--- src/hw/rtl/pstt_pkg.sv ---
`timescale 1ns / 1ps
// ----------------------------------------------------------------------------
// pstt_pkg: shared types for the point step unit
// Transaction payloads, register indexes and controller/datapath signals.
// ----------------------------------------------------------------------------
package pstt_pkg;

    typedef struct packed {
        logic        cmd;
        logic [31:0] load_x;
        logic [31:0] load_y;
        logic [30:0] step_len;
    } in_item_t;

    typedef struct packed {
        logic [31:0] out_x;
        logic [31:0] out_y;
        logic        arrived;
    } out_item_t;

    localparam logic [1:0] REG_START_X = 2'd0;
    localparam logic [1:0] REG_START_Y = 2'd1;
    localparam logic [1:0] REG_END_X   = 2'd2;
    localparam logic [1:0] REG_END_Y   = 2'd3;

    localparam logic CMD_STEP = 1'b0;
    localparam logic CMD_LOAD = 1'b1;

    typedef struct packed {
        logic capture;
        logic prep;
        logic sqrt_start;
        logic sqrt_iter;
        logic div_start;
        logic div_iter;
        logic update;
    } dp_cmd_t;

    typedef struct packed {
        logic is_load;
        logic sqrt_last;
        logic div_last;
    } dp_stat_t;

endpackage

--- src/hw/rtl/pstt_ctrl.sv ---
`timescale 1ns / 1ps
// ----------------------------------------------------------------------------
// pstt_ctrl: transaction sequencer
// Accepts a transaction, steps the datapath through square root and
// division, and holds the result until it is taken.
// ----------------------------------------------------------------------------
module pstt_ctrl
(
    input  logic               clk,
    input  logic               rst_n,
    input  logic               in_valid,
    output logic               in_ready,
    output logic               out_valid,
    input  logic               out_ready,
    output pstt_pkg::dp_cmd_t  cmd,
    input  pstt_pkg::dp_stat_t stat
);
    import pstt_pkg::*;

    typedef enum logic [2:0] {
        S_IDLE,
        S_PREP,
        S_SQRT,
        S_DIV,
        S_UPDATE,
        S_OUT
    } state_t;

    state_t state_reg;

    assign in_ready  = (state_reg == S_IDLE);
    assign out_valid = (state_reg == S_OUT);

    always_comb
    begin
        cmd            = '0;
        cmd.capture    = in_valid && in_ready;
        cmd.prep       = (state_reg == S_PREP);
        cmd.sqrt_start = (state_reg == S_PREP);
        cmd.sqrt_iter  = (state_reg == S_SQRT);
        cmd.div_start  = (state_reg == S_SQRT) && stat.sqrt_last;
        cmd.div_iter   = (state_reg == S_DIV);
        cmd.update     = (state_reg == S_UPDATE);
    end

    always_ff @(posedge clk or negedge rst_n)
    begin
        if (!rst_n)
        begin
            state_reg <= S_IDLE;
        end
        else
        begin
            case (state_reg)
                S_IDLE:
                begin
                    if (in_valid)
                    begin
                        state_reg <= S_PREP;
                    end
                end
                S_PREP:
                begin
                    state_reg <= stat.is_load ? S_UPDATE : S_SQRT;
                end
                S_SQRT:
                begin
                    if (stat.sqrt_last)
                    begin
                        state_reg <= S_DIV;
                    end
                end
                S_DIV:
                begin
                    if (stat.div_last)
                    begin
                        state_reg <= S_UPDATE;
                    end
                end
                S_UPDATE:
                begin
                    state_reg <= S_OUT;
                end
                S_OUT:
                begin
                    if (out_ready)
                    begin
                        state_reg <= S_IDLE;
                    end
                end
                default:
                begin
                    state_reg <= S_IDLE;
                end
            endcase
        end
    end

endmodule

--- config.mk ---
export PLATFORM = sky130hd
export DESIGN_NAME = pstt_ctrl
export DESIGN_NICKNAME = d
export VERILOG_FILES = /design/src/hw/rtl/pstt_pkg.sv /design/src/hw/rtl/pstt_ctrl.sv
export SDC_FILE = /design/constraint.sdc
export NUM_CORES = 1
export LEC_CHECK = 0
export ABC_AREA = 1
export ABC_CLOCK_PERIOD_IN_PS = 1300
export BUFFER_PORTS_ARGS = -buffer_cell sky130_fd_sc_hd__buf_2
export CORE_AREA = 3 3 40 42
export DETAILED_ROUTE_END_ITERATION = 10
export DIE_AREA = 0 0 43 45
export PLACE_DENSITY_LB_ADDON = 0.25
export SETUP_SLACK_MARGIN = 0.1
export SLEW_MARGIN = 0
export SYNTH_ARGS = -nofsm -noshare
export SYNTH_HDL_FRONTEND = slang
export SYNTH_SLANG_ARGS = --single-unit
--- constraint.sdc ---
create_clock -name clk -period 1.3 [get_ports clk]
set_clock_uncertainty 0.2 [all_clocks]
set_input_delay 0.13 -clock clk [delete_from_list [all_inputs] [get_ports clk]]
set_output_delay 0.13 -clock clk [all_outputs]
set_load 0.02 [all_outputs]
# ---- After elaboration in Yosys (flattened, before gate mapping)
# Cells that the tools add are included.
# Widths: inputs -> output; s select.
dict set report totals {
  ff_bits 3
  in_bits 7
  out_inout_bits 9
  word_cells 20
}
dict set report classes {
  n_eq_ne 9
  muxes 6
  reduce_logical 4
}
# op n
set op_table {}
lappend op_table {{$pmux 3 s6} 1}
lappend op_table {{$mux 3} 5}
lappend op_table {{$eq 3x2->1 const B} 2}
lappend op_table {{$eq 3x3->1 const B} 2}
lappend op_table {{$ne 2x1->1 const B} 3}
lappend op_table {{$reduce_and 4->1} 1}
lappend op_table {{$eq 3x1->1 const B} 1}
lappend op_table {{$logic_not 3->1} 1}
lappend op_table {{$logic_and 1x1->1} 2}
lappend op_table {{$ne 2x2->1 const B} 1}

# ---- Depth between registers and ports, before layout
# Gate-level depths: netlist of the first run.
dict set report depth {
  ltp_word 3
  depth_mapped 8
  ltp_nobuf 7
}

# ---- Worst setup path before layout of the first run
# No wires, ideal clock.
dict set report synth_path {
  kind {register to output}
  from {reg state_reg[0]}
  to {out cmd[5] in the netlist's numbering}
  t_arrival_ns 1.276
  t_required_ns 0.970
  setup_slack_ns -0.306
  path_stages_with_launch 5
  n_path_buf 2
  cell_sequence {dfrtp_1 > buf_2 > inv_2 > nor3_1 > buf_4}
}
# item line_no
set synth_lines {}
lappend synth_lines {{start: declaration} pstt_ctrl.sv:29} ;# state_t state_reg;
lappend synth_lines {{start signal: assignment} pstt_ctrl.sv:64} ;# state_reg <= stat.is_load ? S_UPDATE : S_SQRT;
lappend synth_lines {{end: declaration} pstt_ctrl.sv:15} ;# output pstt_pkg::dp_cmd_t cmd,

==> results by stage, run 1 <==
Floorplan:
- The die is between 40 and 50 um tall.
- From left edge to right edge, the die measures roughly 43 um.
- The initial utilization of the core area, before any placement, comes to 22.9%.
- The floorplan step defined a die boundary enclosing a little under 2000 um2.
- The number of top-level design ports is 16.
- The initialized floorplan defines 13 standard-cell rows.
- The core footprint is 1280 um2.

Yosys:
- In this run, synthesis produced a sequential element count of 3.
- Summing the areas of all compound-gate instances in the mapped netlist gives 5.11% of the synthesized area.
- The simple-gate share of the synthesized area is 49.8%.
- The portion of netlist area occupied by mux cells is 0%.
- The register area share after synthesis is between 20% and 30%.
- The synthesized netlist devotes 0% of its cell area to XOR and XNOR gates.
- The synthesized netlist occupies a cell area of between 200 and 300 um2.
- The per-instance average area after synthesis is 6.26 um2.
- The netlist uses 17 different library cells.
- The number of synthesis warnings is 0.
- The combinational family with the most area after synthesis is simple AND/OR/NAND/NOR gates.
- The synthesized-area fraction occupied by adder cells is 0%.
- The synthesized instance count is 47.
- Counting every net in the synthesized netlist gives 54.

STA:
- Subtracting the final worst setup slack from the clock period gives about 1.5 ns.
- Setup slack on the critical path of the routed design comes to -0.180 ns.
- Summed over all failing endpoints, the final setup total negative slack is -1.51 ns.
- Setup repair after global routing could not meet its margin everywhere.
- In the finished design, the share of the clock period the worst path needs comes to 114%.
- The tightest slew margin relative to the limit is roughly 86%.
- The fmax is around 680 MHz.
- The count of final hold-check violations was 0.
- Setup violations remaining at the end of the flow were counted as 12.
- The number of max-slew violations in the final report came to 0.
- For the pin with the worst max-slew slack, the measured transition is between 0.2 and 0.25 ns.

Placed design:
- The number of port buffers is 15.
- Summed over all nets, the half-perimeter wirelength after detailed placement is around 630 um.
- The congestion estimate from routability-driven global placement came to around 0.70.

Global route:
- For this run, the total global-route usage over all layers was measured as under 10%.
- The first global-routing pass estimated approximately 1400 um of wire.
- Entering global routing, the biggest net connects 7 pins.
- The number of antenna violations at the first check in global routing came to 0.
- The via count of the first global-routing pass is around 360.
- Summed over all layers, the global routing overflow is 0.

Setup path:
- The minimum setup slack among reg-to-reg paths is -0.10 ns.
- The data required time at the worst endpoint is slightly below 1 ns.
- The kind of capture point of the worst setup path is an output pin.
- In this run the critical register-to-register path is launched from state_reg[1].
- The kind of critical path is reg2out.
- The depth of the most critical reg-to-reg path is 7.
- The data arrival time of the worst path is between 1 and 1.5 ns.
- In this run the critical register-to-register path is captured at state_reg[0].
- The worst setup path is launched from a register.
- In this run the worst path has a maximum fanout of 6.

Power and ir drop:
- The post-layout total power is around 1600 uW.
- The share of power burned in combinational logic is 74.4%.
- The clock network is responsible for 10.3% of the overall power.
- The cell leakage power is 0.000331 uW.
- The fraction of power spent switching nets is between 40% and 50%.
- The switching power total is 768 uW.
- Cell internal power was estimated by the tool at ~850 uW.
- The total power density per cell area is between 2000 and 3000 nW/um2.
- The maximum resistive drop on vdd is between 0.001 and 0.0015 V.
- The sequential fraction of design power is 15.3%.

Cells and area:
- The post-route netlist has a little over two thirds of its cells at a drive strength greater than 1.
- The number of antenna diodes in the final layout is 0.
- The flip-flop count of the largest register after layout is 3.
- The final layout contains 84 nets.
- Compared with the post-synthesis result, the final layout area differs by 111%.

Clock tree:
- The longest clock path from root to sink contains 2 buffers.
- For this design, the sink count on the clock tree is 3.
- After clock tree synthesis, the clock-pin slew on the worst setup and hold paths is around 0.040 ns.
- The level count of the clock H-tree is 1.
- The clock root buffer master is sky130_fd_sc_hd__clkbuf_4.
- The clock buffer count from CTS is 3.
- The later pin in the worst-skew pair is clocked with a latency of ~0.24 ns.
- TritonCTS built the clock tree.

Drt:
- The pre-antenna-repair detailed-routing pass consisted of 3 iterations.
- The average vias per placed instance is 4.19.
- In the routed design, unresolved DRC markers number 0.
- The routed length per placed instance is 9.86 um.
- Once detail routing completed, the nets flagged for antenna violations numbered 0.
- The final routed wirelength across all metal layers is roughly 900 um.
- The number of DRC violations after detailed-routing iteration 0 is 2.
- The total number of vias is roughly 380.

Status:
- The run finished, with violations left.
- The checks that failed: negative setup slack.

Hold path:
- The path class of the tightest hold or removal check is in2async.

Job:
- Max-cap violations in this run came to 0.
## worst max-delay path: stages (launching register included)
cell and delay (ns):
sky130_fd_sc_hd__dfrtp_2 0.46, sky130_fd_sc_hd__nor2_4 0.17, sky130_fd_sc_hd__nand2_4 0.08, sky130_fd_sc_hd__nor2_4 0.08, sky130_fd_sc_hd__buf_6 0.12
## layer usage
metal	global-route usage [%]	share of wire [%]	up-vias
met2	17.4	57	18
met1	11.1	34	162
met4	5.42	0.56	0
met3	2.39	7.9	3
met5	0	0	-
li1	-	-	198
## power groups by stage
stage / logic (uW) / registers (uW) / clock network (uW)
2_1_floorplan: 641 / 208 / 0
3_3_place_gp: 830 / 225 / 0
3_5_place_dp: 842 / 226 / 0
4_1_cts: 1000 / 242 / 170
5_1_grt: 1320 / 254 / 184
6_report: 1210 / 248 / 167
## logic make-up after synthesis
kind of cell,after synthesis
AO/OA/AOI/OAI,3
AND/OR/NAND/NOR,27
buffers and inverters,14
flip-flops,3
## per-stage QoR
step	hold slack [ns]	utilization (%)	cells	setup slack, ns	cell area [um2]
6_report	0.0174	48.2	91	-0.180	619
5_1_grt	0.0291	48.2	91	-0.232	619
4_1_cts	0.0169	42.2	88	-0.183	542
3_5_place_dp	-0.268	34.3	80	-0.0439	440
3_3_place_gp	-0.272	34.3	80	-0.0188	440
2_1_floorplan	-0.366	-	47	0.0237	332
## final cells by class
type                       instances  area [um2]
multi-input combinational         30         219
clock buffer                       4        26.3
inverter                          12        50.0
timing repair buffer              27         226
sequential                         3        78.8
tap                               15        18.8
fill                             140         666
## how the worst max path moves through the flow
stage / start / to / cells past startpoint
finish: state_reg[1] / cmd[6] / 4
global route: state_reg[1] / cmd[6] / 4
CTS: state_reg[0] / cmd[6] / 4
detailed placement: state_reg[1] / state_reg[0] / 7
global placement: state_reg[1] / state_reg[0] / 7
floorplan: state_reg[0] / cmd[5] / 4
## layout by cell type, fill, tap and decap left out
cell type / synthesis / final
sky130_fd_sc_hd__buf_4: 1 / 10
sky130_fd_sc_hd__buf_6: 0 / 9
sky130_fd_sc_hd__nand2_1: 8 / 7
sky130_fd_sc_hd__buf_2: 1 / 6
sky130_fd_sc_hd__inv_1: 7 / 5
sky130_fd_sc_hd__nor2_4: 2 / 5
sky130_fd_sc_hd__inv_2: 5 / 5
sky130_fd_sc_hd__nand3_1: 5 / 4
sky130_fd_sc_hd__nor2_2: 3 / 3
sky130_fd_sc_hd__clkbuf_4: 0 / 3
sky130_fd_sc_hd__dfrtp_2: 0 / 3
sky130_fd_sc_hd__inv_4: 0 / 2
sky130_fd_sc_hd__nor2_1: 5 / 2
sky130_fd_sc_hd__dlygate4sd3_1: 0 / 2
sky130_fd_sc_hd__nor3_4: 0 / 1
sky130_fd_sc_hd__nand3_2: 1 / 1
sky130_fd_sc_hd__nand2_4: 0 / 1
sky130_fd_sc_hd__nand2_2: 1 / 1
sky130_fd_sc_hd__nand3_4: 0 / 1
sky130_fd_sc_hd__nor3_2: 1 / 1
sky130_fd_sc_hd__a21oi_1: 1 / 1
sky130_fd_sc_hd__o21ai_2: 0 / 1
sky130_fd_sc_hd__o21ai_0: 1 / 1
sky130_fd_sc_hd__clkbuf_1: 0 / 1
## cells in the mapped netlist
cell type / instances / share of area (%)
sky130_fd_sc_hd__nor2_1: 5 / 6.4
sky130_fd_sc_hd__buf_2: 1 / 1.7
sky130_fd_sc_hd__inv_2: 5 / 6.4
sky130_fd_sc_hd__buf_4: 1 / 2.6
sky130_fd_sc_hd__nand2_2: 1 / 2.1
sky130_fd_sc_hd__nor2_2: 3 / 6.4
sky130_fd_sc_hd__dfrtp_1: 3 / 26
sky130_fd_sc_hd__nand3_1: 5 / 8.5
sky130_fd_sc_hd__nand2_1: 8 / 10
sky130_fd_sc_hd__o21ai_1: 1 / 1.7
sky130_fd_sc_hd__inv_1: 7 / 8.9
sky130_fd_sc_hd__nand3_2: 1 / 3.4
sky130_fd_sc_hd__nor2_4: 2 / 7.7
sky130_fd_sc_hd__nor3_2: 1 / 3.4
sky130_fd_sc_hd__nor3_1: 1 / 1.7
sky130_fd_sc_hd__a21oi_1: 1 / 1.7
sky130_fd_sc_hd__o21ai_0: 1 / 1.7
## timing repair
action,CTS,global route
hold buffers,2,0
gates resized for setup,14,16
buffers inserted,2,3
endpoints found under the setup margin,12,12
endpoints found under the hold margin,4,0
pin swaps,1,1
Power figures use the tool's default switching activity.
==> run 2, diff against run 1 <==
ABC_AREA = unset   (was 1)
BUFFER_PORTS_ARGS = -buffer_cell sky130_fd_sc_hd__buf_4   (was -buffer_cell sky130_fd_sc_hd__buf_2)
==> run 2 against run 1 <==
Effect of this change: the run still ends with negative setup slack left; largest cell class unchanged; final area rose by 2.4%; total power grew 4.7%; count of clock-buffer cells in the layout is the same.
==> results by stage, run 2 <==
Placed design:
- The half-perimeter wire length after detailed placement is 545 um (-13%).
- The last weighted congestion value of the routability-driven placer is 0.614 (-12%).
- The placed cell count was 63 (-21%).
- The number of port buffers came to 15 (unchanged).

Yosys:
- The synthesized netlist net count came to 37 (-31%).
- The share of Yosys cell area claimed by the top area cell type came to 29.7% (+4.2 points).
- The flop and latch count out of synthesis is 3 (unchanged).
- After synthesis, the cell types taking the most area are sky130_fd_sc_hd__dfrtp_1 (30%), sky130_fd_sc_hd__nor2_1 (7.4%), sky130_fd_sc_hd__a21o_1 (5.9%), sky130_fd_sc_hd__a2bb2oi_2 (5.9%), sky130_fd_sc_hd__buf_4 (5.9%).
- The distinct cell type count of the synthesized netlist came to 19 (+2).
- By instance count, the leading cell after synthesis is sky130_fd_sc_hd__nor2_1.
- The most used flip-flop cell after synthesis is sky130_fd_sc_hd__dfrtp_1.
- The number of enable-type register cells in the synthesized netlist is 0 (unchanged).
- In the synthesized netlist, the cells that appear most often are sky130_fd_sc_hd__nor2_1 (5), sky130_fd_sc_hd__dfrtp_1 (3).
- The cell taking the most area after synthesis is sky130_fd_sc_hd__dfrtp_1.
- The per-instance average area after synthesis is 8.42 um2 (+35%).
- The area of the mapped netlist is 253 um2 (-14%).
- The number of synthesis warnings is 0 (unchanged).
- The proportion of synthesized flip-flops having asynchronous set or reset is 100% (unchanged).
- The synthesized instance count was 30 (-36%).
- The register area share after synthesis is 29.7% (+4.2 points).

Setup path:
- The data arrival time of the worst path came to 1.24 ns (+0.09 ns).
- STA classifies the critical path startpoint as a register.
- The maximum fanout along the worst path is 5 (-1).
- The kind of capture point of the worst setup path is an output pin.
- The kind of critical path is reg2out.
- The data required time at the worst endpoint was 0.97 ns (about the same).

Power and ir drop:
- The total power density per cell area is 2680 nW/um2 (+2.3%).
- The fraction of power spent switching nets is 40.8% (-6.5 points).
- The cell leakage power came to 0.000306 uW (-7.4%).
- The switching power total came to 693 uW (-9.7%).
- The internal power is 1010 uW (+18%).
- The clock share of power is 9.6% (-0.7 points).
- The share of power burned in combinational logic is 76.8% (+2.4 points).
- The sequential fraction of design power is 13.6% (-1.7 points).
- The maximum resistive drop on vdd is 0.00125 V (+7.3%).

Cells and area:
- The final core utilization is 49.4% (+1.2 points).
- The final layout net count is 71 (-15%).
- The layout overhead on the synthesized area is 151%.
- The total area of sequential cells is 77.6 um2 (-1.6%).
- The fraction of final layout cells sized beyond drive strength 1 is 74.6% (+4.9 points).
- The number of filler instances in the final layout is 119 (-15%).
- The top cell types in the final layout, fill and taps aside, are sky130_fd_sc_hd__buf_4 (18), sky130_fd_sc_hd__buf_6 (11), sky130_fd_sc_hd__nor2_1 (3), sky130_fd_sc_hd__clkbuf_4 (3), sky130_fd_sc_hd__dlygate4sd3_1 (3).
- The number of standard cells in the layout, taps in and fillers out was 78 (-14%).
- The multi-input gate area in the final layout is 215 um2 (-1.7%).
- The most common library cell in the layout ignoring fill and taps is sky130_fd_sc_hd__buf_4.
- The flip-flop count of the largest register after layout is 3 (unchanged).
- The number of antenna repair diodes is 0 (unchanged).

Drt:
- The average vias per placed instance is 4.21 (+0.44%).
- The detailed-route DRC error count is 0 (unchanged).
- The final routed wirelength across all metal layers was 822 um (-8.4%).
- The total number of vias came to 328 (-14%).
- The routed length per placed instance is 10.5 um (+6.9%).
- The post-detailed-route count of antenna-violating nets is 0 (unchanged).
- The detailed-router iteration count before antenna repair is 4 (+1).
- The number of DRC violations after detailed-routing iteration 0 is 1 (-1).

Floorplan:
- The die outline height was 45 um (unchanged).
- The number of cell rows came to 13 (unchanged).
- The floorplan die area is 1940 um2 (unchanged).
- The core footprint is 1280 um2 (unchanged).
- The horizontal extent of the die is 43 um (unchanged).
- The number of top-level design ports is 16 (unchanged).
- The effective utilization at floorplan was 19.7% (-3.2 points).

Status:
- The final reports fail on negative setup slack.
- The run finished, with violations left.

Global route:
- The number of antenna violations at the first check in global routing came to 0 (unchanged).
- The remaining global-route overflow is 0 (unchanged).
- The pin count of the biggest net entering global routing is 7 (unchanged).
- The global-route usage over all layers is 9.77% (-0.14 points).
- The via count of the first global-routing pass came to 346 (-4.9%).
- The first-pass GRT wire length is 1400 um (-1.5%).

Clock tree:
- The number of sinks driven by the clock tree is 3 (unchanged).
- The clock tree from TritonCTS is built.
- The clock root buffer master is sky130_fd_sc_hd__clkbuf_4.
- The clock buffer count from CTS is 3 (unchanged).
- The number of buffers on the longest clock path is 2 (unchanged).
- The clock latency of the later-clocked register in the worst-skew pair came to 0.23 ns (about the same).
- The clock transition at the register clock pins on the worst setup and hold paths after CTS is 0.04 ns (about the same).
- The level count of the clock H-tree came to 1 (unchanged).

STA:
- The fmax was 638 MHz (-5.6%).
- The tightest slew margin relative to the limit is 86.6% (+0.40 points).
- The slew at the pin closest to its max-slew limit is 0.200 ns (-0.00724 ns).
- The post-route setup TNS is -2.18 ns (-0.671 ns).
- The number of max-slew violations in the final report was 0 (unchanged).
- The count of final hold-check violations is 0 (unchanged).
- The part of the cycle the worst path needs is 121% (+6.8 points).
- The post-route worst setup slack was -0.268 ns (-0.0880 ns).
- The final critical path time including I/O delays and setup is 1.57 ns (+0.0880 ns).
- The final number of setup-violating endpoints is 11 (-1).
- Setup repair after global routing could not meet its margin everywhere.

Job:
- The max-capacitance violation count is 0 (unchanged).

Hold path:
- The class of the tightest hold or removal check is in2async.
run 2: changes by cell type in the layout (fill, tap and decap cells not counted), moves of 4 or more:
cell / previous run / this run
sky130_fd_sc_hd__nand2_1: 7 / 1
sky130_fd_sc_hd__inv_1: 5 / 1
sky130_fd_sc_hd__buf_2: 6 / 0
sky130_fd_sc_hd__inv_2: 5 / 1
sky130_fd_sc_hd__buf_4: 10 / 18
sky130_fd_sc_hd__nand3_1: 4 / 0
run 2: power groups by stage:
| stage | clock [uW] | sequential [uW] | combinational (uW) |
|---|---|---|---|
| after floorplan | 0 | 200 | 694 |
| after global placement | 0 | 226 | 947 |
| after detailed placement | 0 | 226 | 956 |
| after CTS | 176 | 228 | 1210 |
| after global routing | 181 | 238 | 1410 |
| final | 163 | 231 | 1310 |
run 2: what timing repair did:
action                                  4_1_cts  5_1_grt
hold buffers                                  3        0
resized for setup                            14        4
pin swaps                                     6        2
hold endpoints to repair                      5        0
buffers inserted                              5        3
endpoints found under the setup margin       12       12
run 2: final timing paths:
kind	startpoint	to	slack [ns]	cells past startpoint
hold reg to reg	state_reg[2]	state_reg[1]	0.48	2
setup / recovery	state_reg[0]	cmd[1]	-0.27	4
setup reg to reg	state_reg[0]	state_reg[0]	-0.22	6
max in group asynchronous	rst_n	state_reg[1]	0.78	2
min in group clk	stat[2]	state_reg[1]	0.02	4
hold / removal	rst_n	state_reg[2]	0.02	2
run 2: cell type report:
type,count,area share [%]
inverter,2,1.18
timing repair buffer,32,45.6
clock buffer,4,4.14
tap,15,2.96
sequential,3,12.2
multi-input combinational,22,33.9
run 2: cells by family (layout without fill, tap and decap cells):
kind of cell	Yosys count	after routing	synth area share, %
and+or+nand+nor	15	15	32.7
AOI/OAI and AO/OA	6	6	20.3
buffers and inverters	5	38	13.4
DFF	3	3	29.7
muxes	1	1	3.96
run 2: routing by layer:
layer | GRT usage, % | up-vias | part of all wire, %
met5 | 0 | - | 0
met4 | 7.23 | 0 | 2.3
met3 | 1.59 | 2 | 4.6
met2 | 17.7 | 8 | 58
met1 | 10.2 | 153 | 35
li1 | - | 165 | -
run 2: worst max-delay path, cell delays in order, from the launching register on:
cell                      delay [ns]
sky130_fd_sc_hd__dfrtp_1        0.40
sky130_fd_sc_hd__buf_4          0.15
sky130_fd_sc_hd__buf_6          0.12
sky130_fd_sc_hd__and3b_2        0.22
sky130_fd_sc_hd__buf_6          0.13
run 2: through the flow:
step	worst slack [ns]	hold WS (ns)	power (uW)	cell area [um2]
after floorplan	-0.105	-0.366	893	310
after global placement	-0.0453	-0.279	1170	453
after detailed placement	-0.0463	-0.280	1180	453
after CTS	-0.256	0.00517	1610	599
after global routing	-0.326	0.0320	1820	634
final	-0.268	0.0152	1700	634
